==> config.mk <==
export PLATFORM = sky130hd
export DESIGN_NAME = queue_with_positional_remove
export DESIGN_NICKNAME = d
export VERILOG_FILES = /design/src/rtl/core/qwpr_pkg.sv /design/src/rtl/core/queue_with_positional_remove.sv /design/src/rtl/core/qwpr_ctrl.sv /design/src/rtl/core/qwpr_dp.sv
export SDC_FILE = /design/constraint.sdc
export NUM_CORES = 1
export LEC_CHECK = 0
export BUFFER_PORTS_ARGS = -buffer_cell sky130_fd_sc_hd__buf_2
export CORE_ASPECT_RATIO = 0.7
export CORE_MARGIN = 2
export CORE_UTILIZATION = 44
export DETAILED_ROUTE_END_ITERATION = 10
export HOLD_SLACK_MARGIN = 0.08
export PLACE_DENSITY = 0.71
export SYNTH_ARGS = -nofsm -noshare
export SYNTH_HDL_FRONTEND = slang
export SYNTH_HIERARCHICAL = 1
export SYNTH_SLANG_ARGS = --single-unit
==> constraint.sdc <==
create_clock -name clk -period 7.6 [get_ports clk]
set_input_delay 0.76 -clock clk [delete_from_list [all_inputs] [get_ports clk]]
set_output_delay 0.76 -clock clk [all_outputs]
set_load 0.02 [all_outputs]
==> src/rtl/core/qwpr_pkg.sv <==
// ----------------------------------------------------------------------------
// qwpr_pkg
// Shared widths, operation codes, status codes and the command and status
// structs that join the controller and the datapath.
// ----------------------------------------------------------------------------
package qwpr_pkg;

  localparam int DEPTH   = 16;
  localparam int CNT_W   = $clog2(DEPTH + 1);
  localparam int IDX_W   = $clog2(DEPTH);
  localparam int VAL_W   = 32;
  localparam int POS_W   = 5;
  localparam int OP_W    = 2;
  localparam int ST_W    = 2;
  localparam int COUNT_W = 5;

  localparam logic [OP_W-1:0] OP_ENQUEUE = 2'd0;
  localparam logic [OP_W-1:0] OP_REMOVE  = 2'd1;
  localparam logic [OP_W-1:0] OP_LIST    = 2'd2;

  localparam logic [ST_W-1:0] ST_DONE  = 2'd0;
  localparam logic [ST_W-1:0] ST_RANGE = 2'd1;
  localparam logic [ST_W-1:0] ST_FULL  = 2'd2;

  typedef struct packed {
    logic             exec;
    logic             emit_entry;
    logic [IDX_W-1:0] idx;
    logic             last;
  } qwpr_cmd_t;

  typedef struct packed {
    logic             out_free;
    logic [CNT_W-1:0] count;
  } qwpr_stat_t;

endpackage

==> src/rtl/core/queue_with_positional_remove.sv <==
// ----------------------------------------------------------------------------
// queue_with_positional_remove
// Bounded ordered queue of signed 32-bit values with enqueue, removal at a
// 1-based position and listing of all entries.
//
// The operation arrives on the s_axis channel with its code in tuser. Each
// enqueue, remove or unknown code gives one result transaction on m_axis
// with tlast set, in the cycle after acceptance. A list of N stored entries
// gives N transactions, one per cycle while m_axis takes them, head first,
// tlast on the final one; an empty list gives one transaction with no value.
// Every result carries the count held after the operation and a status code.
// Enqueue writes the entry at the tail and removal makes a parallel shift of
// the entry registers, so such operations sustain one per cycle while m_axis
// takes each result. A list holds the input while the controller walks the
// entries through the single output register.
// Reset empties the queue and drops any pending result. When m_axis stalls,
// the output register holds its transaction and s_axis_tready falls until
// it is taken.
// ----------------------------------------------------------------------------
module queue_with_positional_remove (
  input  logic        clk,
  input  logic        rst,
  input  logic        s_axis_tvalid,
  output logic        s_axis_tready,
  input  logic [39:0] s_axis_tdata,   // value[31:0], position[36:32], zero pad
  input  logic [1:0]  s_axis_tuser,   // operation[1:0]
  output logic        m_axis_tvalid,
  input  logic        m_axis_tready,
  output logic [39:0] m_axis_tdata,   // status[1:0], count[6:2],
                                      // entry_value[38:7], zero pad
  output logic        m_axis_tuser,   // has_value
  output logic        m_axis_tlast    // last
);
  import qwpr_pkg::*;

  qwpr_cmd_t               cmd;
  qwpr_stat_t              stat;
  logic [ST_W-1:0]         status;
  logic [COUNT_W-1:0]      count;
  logic signed [VAL_W-1:0] entry_value;

  qwpr_ctrl u_ctrl (
    .clk      (clk),
    .rst      (rst),
    .in_valid (s_axis_tvalid),
    .in_op    (s_axis_tuser),
    .in_ready (s_axis_tready),
    .stat     (stat),
    .cmd      (cmd)
  );

  qwpr_dp u_dp (
    .clk             (clk),
    .rst             (rst),
    .in_op           (s_axis_tuser),
    .in_value        (s_axis_tdata[31:0]),
    .in_position     (s_axis_tdata[36:32]),
    .cmd             (cmd),
    .stat            (stat),
    .out_valid       (m_axis_tvalid),
    .out_ready       (m_axis_tready),
    .out_status      (status),
    .out_count       (count),
    .out_has_value   (m_axis_tuser),
    .out_entry_value (entry_value),
    .out_last        (m_axis_tlast)
  );

  assign m_axis_tdata = {1'b0, entry_value, count, status};

endmodule

==> src/rtl/core/qwpr_ctrl.sv <==
// ----------------------------------------------------------------------------
// qwpr_ctrl
// Controller: accepts operations and walks the stored entries during a list.
// ----------------------------------------------------------------------------
module qwpr_ctrl (
  input  logic                     clk,
  input  logic                     rst,
  input  logic                     in_valid,
  input  logic [qwpr_pkg::OP_W-1:0] in_op,
  output logic                     in_ready,
  input  qwpr_pkg::qwpr_stat_t     stat,
  output qwpr_pkg::qwpr_cmd_t      cmd
);
  import qwpr_pkg::*;

  typedef enum logic {
    S_IDLE,
    S_LIST
  } state_t;

  state_t           state;
  logic [IDX_W-1:0] idx;
  logic             accept;
  logic             list_walk;
  logic             last_entry;

  assign in_ready   = (state == S_IDLE) && stat.out_free;
  assign accept     = in_valid && in_ready;
  assign list_walk  = (in_op == OP_LIST) && (stat.count != '0);
  assign last_entry = ({1'b0, idx} + CNT_W'(1)) == stat.count;

  always_comb begin
    cmd.exec       = accept && !list_walk;
    cmd.emit_entry = (state == S_LIST) && stat.out_free;
    cmd.idx        = idx;
    cmd.last       = last_entry;
  end

  always_ff @(posedge clk) begin
    if (rst) begin
      state <= S_IDLE;
      idx   <= '0;
    end else begin
      unique case (state)
        S_IDLE: begin
          if (accept && list_walk) begin
            state <= S_LIST;
            idx   <= '0;
          end
        end
        S_LIST: begin
          if (stat.out_free) begin
            idx <= idx + IDX_W'(1);
            if (last_entry) begin
              state <= S_IDLE;
            end
          end
        end
        default: state <= S_IDLE;
      endcase
    end
  end

endmodule

==> src/rtl/core/qwpr_dp.sv <==
// ----------------------------------------------------------------------------
// qwpr_dp
// Datapath: entry registers with parallel shift on removal, occupancy count
// and the output register.
// ----------------------------------------------------------------------------
module qwpr_dp (
  input  logic                             clk,
  input  logic                             rst,
  input  logic [qwpr_pkg::OP_W-1:0]        in_op,
  input  logic signed [qwpr_pkg::VAL_W-1:0] in_value,
  input  logic [qwpr_pkg::POS_W-1:0]       in_position,
  input  qwpr_pkg::qwpr_cmd_t              cmd,
  output qwpr_pkg::qwpr_stat_t             stat,
  output logic                             out_valid,
  input  logic                             out_ready,
  output logic [qwpr_pkg::ST_W-1:0]        out_status,
  output logic [qwpr_pkg::COUNT_W-1:0]     out_count,
  output logic                             out_has_value,
  output logic signed [qwpr_pkg::VAL_W-1:0] out_entry_value,
  output logic                             out_last
);
  import qwpr_pkg::*;

  logic signed [VAL_W-1:0] entries [DEPTH];
  logic [CNT_W-1:0]        count;
  logic [CNT_W-1:0]        count_next;
  logic [ST_W-1:0]         status_next;
  logic                    do_enqueue;
  logic                    do_remove;
  logic                    pos_bad;

  assign pos_bad = (in_position == '0) || (CNT_W'(in_position) > count);

  always_comb begin
    do_enqueue  = 1'b0;
    do_remove   = 1'b0;
    status_next = ST_DONE;
    count_next  = count;
    case (in_op)
      OP_ENQUEUE: begin
        if (count == CNT_W'(DEPTH)) begin
          status_next = ST_FULL;
        end else begin
          do_enqueue = cmd.exec;
          count_next = count + CNT_W'(1);
        end
      end
      OP_REMOVE: begin
        if (pos_bad) begin
          status_next = ST_RANGE;
        end else begin
          do_remove  = cmd.exec;
          count_next = count - CNT_W'(1);
        end
      end
      default: ;
    endcase
  end

  assign stat.out_free = !out_valid || out_ready;
  assign stat.count    = count;

  always_ff @(posedge clk) begin
    for (int i = 0; i < DEPTH; i++) begin
      if (do_enqueue && (count[IDX_W-1:0] == IDX_W'(i))) begin
        entries[i] <= in_value;
      end else if (do_remove && (i < DEPTH - 1) &&
                   (CNT_W'(i) + CNT_W'(1) >= CNT_W'(in_position))) begin
        entries[i] <= entries[(i + 1) % DEPTH];
      end
    end
  end

  always_ff @(posedge clk) begin
    if (rst) begin
      count     <= '0;
      out_valid <= 1'b0;
    end else begin
      if (cmd.exec) begin
        count     <= count_next;
        out_valid <= 1'b1;
      end else if (cmd.emit_entry) begin
        out_valid <= 1'b1;
      end else if (out_ready) begin
        out_valid <= 1'b0;
      end
    end
  end

  always_ff @(posedge clk) begin
    if (cmd.exec) begin
      out_status      <= status_next;
      out_count       <= COUNT_W'(count_next);
      out_has_value   <= 1'b0;
      out_entry_value <= '0;
      out_last        <= 1'b1;
    end else if (cmd.emit_entry) begin
      out_status      <= ST_DONE;
      out_count       <= COUNT_W'(count);
      out_has_value   <= 1'b1;
      out_entry_value <= entries[cmd.idx];
      out_last        <= cmd.last;
    end
  end

endmodule

==> out/results.ini <==
[outcome]
status=complete, no violations

[clocking]
cts_sinks=564
cts_resized=0
clk_pin_slew_ns=0.07
cts_buffers=54
postCtsSetupBuffers=0
cts_hold_buf=0
clockRootBuffer=clkbuf_16
cts.path.max_buffers=3
cts.htree.levels=2
clk_latency_ns=0.62
cts_tree=built

[detailed_routing]
num_vias=15900
viasPerCell=6.26
post_drt_wl_per_cell_um=28.9
wirelength_mm=73.3
antenna_left=0
drc_errors=0
dr.pass1.iters=5
drt-initial-drc-count=1770

[pwr]
ir_drop_uv=172
leakagePower_uw=0.00994
power_density_nw_per_um2=215

[floorplanning]
initial_core_util=0.447
core_area_um2=61800
dieArea_um2=64900
die_w_um=304
io-pin-count=90
placementRows=76
die_y_um=214

[layout]
final-instance-count-excl-fill=2537
utilization=0.496
layout-drive-gt1-share=0.467
fin_nets=1728
syn_to_final_growth_pct=10.9

[place]
dp_cells=2434
dp_hpwl_mm=38.9
port_buffers=85
gp_congestion=0.867

[timing]
min_period_over_period=0.618
finalSetupTns_ns=0
timing.slew.headroom=0.257
fin_worst_skew_ns=0.0313
layout_min_cycle_time_ns=4.70
hold_slack_ns=0.453
fmax_ghz=0.213
slew_viol_final=0
finalHoldViolCount=0
rsz0062_at_grt=no
tightest_slew_ns=1.11
finalSetupViolCount=0

[run]
cap_violations=0

[synth]
synth-edff-count=519
synthCells=1631
ys_seq_elements=564
ys_types=65
ys.warnings.count=6
yosysSeqAreaShare=0.596
async_reset_ff_frac=0
yosys_most_used_dff=edfxtp_1
synth_nets=1688
syn_area_um2=27600
syn_avg_cell_area_um2=16.9

[worst_setup_path]
rr_startpoint=u_dp/count[2]
reg2reg_depth=8
r2r_slack_ns=2.90
critPathSlowestCell=nand4_4
cp.arrival_ns=4.93
path_class=reg2reg
cp_data_required_time_ns=7.83
end_kind=flop
path_cells=inv_1 -> ha_1 -> and3_1 -> o21ai_1 -> a32o_1 -> nand4_4 -> o21ai_4 -> buf_4
timing.rr.end=u_dp/entries[8][11]
max_stage_delay_ns=1.06
start_kind=flop
crit_path_max_fanout=33

[min_path]
hold_start=u_dp/out_entry_value[22]
hold_class=reg2reg
whs_path_depth=2
min_to=u_dp/out_entry_value[22]

[grt]
antenna_found_initial=3
grt_usage=0.227
grt_pass1_vias=16000
grt_pass1_wl_mm=107
grt_max_degree=76
grt.overflow.total=0

[through the flow]
stage | setup slack (ns) | cell area, um2 | total power, uW
2_1_floorplan | 2.80 | 27600 | 3850
3_3_place_gp | 2.86 | 28900 | 3960
3_5_place_dp | 2.83 | 28900 | 3980
4_1_cts | 3.01 | 30600 | 6670
5_1_grt | 2.82 | 30600 | 6810
6_report | 2.90 | 30600 | 6600
[flip-flops by register name (all words and copies together) (netlist names)]
signal	count
u_dp/entries	512
u_dp/out_entry_value	32
u_dp/count	5
u_dp/out_count	5
u_ctrl/idx	4
u_dp/out_status	2
u_ctrl/state	1
u_dp/out_has_value	1
u_dp/out_last	1
u_dp/out_valid	1
[worst max path at each step]
| stage | from | to | slack, ns | cells past startpoint |
|---|---|---|---|---|
| detailed placement | s_axis_tuser[0] | u_dp/entries[8][9] | 2.83 | 10 |
| finish | u_dp/count[2] | u_dp/entries[8][11] | 2.90 | 8 |
| floorplan | m_axis_tready | u_dp/entries[4][0] | 2.80 | 8 |
| global placement | s_axis_tuser[0] | u_dp/entries[8][8] | 2.86 | 10 |
| CTS | u_dp/count[2] | u_dp/entries[8][11] | 3.01 | 8 |
| global route | u_dp/count[2] | u_dp/entries[8][11] | 2.82 | 8 |
[cell usage in the layout (no fill, tap or decap), drive strengths merged, types with 2 or more instances in the layout]
master	instances
edfxtp	519
mux2	481
mux4	128
buf	123
clkbuf	84
nand2	52
o21ai	50
dfxtp	45
a22o	32
a221oi	32
nor2	19
nand3	18
clkinv	12
ha	11
a21oi	11
inv	11
nor2b	10
nand4	9
a31oi	6
nand2b	6
xnor2	4
a311oi	4
nor3b	3
and3	3
nor3	3
diode	2
clkinvlp	2
bufinv	2
xor2	2
a211o	2
a32oi	2
or3	2
a21o	2
o211ai	2
a211oi	2
a2111oi	2
o22ai	2
[critical path: cells and delay by family (launching register included)]
kind,cells,cell delay [ns]
adder cells (fa/ha/maj),1,0.35
AND/OR/NAND/NOR,2,1.24
buffers and inverters,2,0.87
flip-flops,1,0.62
AO/OA/AOI/OAI,3,1.17
[kinds of logic (layout without fill, tap and decap cells)]
logic type,count (synthesis),in the layout,synth area share
buf+inv,149,234,0.0271
compound gates,157,157,0.0418
simple gates,133,133,0.0270
flops,564,564,0.596
other cells,1,3,0.000136
xor+xnor,6,6,0.00190
fa+ha+maj,11,11,0.00498
mux,610,610,0.301
[power by group]
group,total (uW),leakage (uW),internal (uW),switching (uW)
Combinational,450,0.00404,203,246
Clock,2690,0.000845,1500,1190
Sequential,3470,0.00505,3440,28.5
[cells in the mapped netlist (all sizes together), types with 2 or more instances]
| cell type | n | area (um2) |
|---|---|---|
| a211oi | 2 | 15.0 |
| dfxtp | 45 | 901 |
| buf | 73 | 462 |
| a21o | 2 | 15.0 |
| xor2 | 2 | 17.5 |
| nand3 | 18 | 120 |
| a221oi | 32 | 280 |
| mux4 | 128 | 2880 |
| xnor2 | 4 | 35.0 |
| a21oi | 11 | 66.3 |
| nand4 | 9 | 86.3 |
| clkbuf | 66 | 250 |
| mux2 | 481 | 5420 |
| ha | 11 | 138 |
| or3 | 2 | 12.5 |
| nor2b | 10 | 62.6 |
| a2111oi | 2 | 36.3 |
| a211o | 2 | 17.5 |
| and3 | 3 | 18.8 |
| a311oi | 4 | 35.0 |
| nand2b | 6 | 37.5 |
| a31oi | 6 | 37.5 |
| nor3b | 3 | 22.5 |
| inv | 9 | 33.8 |
| o21ai | 50 | 250 |
| edfxtp | 519 | 15600 |
| nand2 | 52 | 200 |
| nor3 | 3 | 31.3 |
| a32oi | 2 | 17.5 |
| nor2 | 19 | 71.3 |
| a22o | 32 | 280 |
| o211ai | 2 | 15.0 |
| o22ai | 2 | 12.5 |
[routing by layer]
layer	wire, um	vias up	track usage
met5	0	-	0
met4	1820	0	0.0654
met3	6830	110	0.0456
met2	33700	758	0.355
met1	31000	8338	0.322
li1	-	6681	-
[cell type report]
type,instances,area [um2]
multi-input combinational,918,10600
tap,819,1020
clock buffer,84,1580
fill,5128,31200
inverter,10,37.5
sequential,564,16500
antenna,2,5.00
timing repair buffer,123,723
clock inverter,17,154
(Power assumes the default switching activity.)
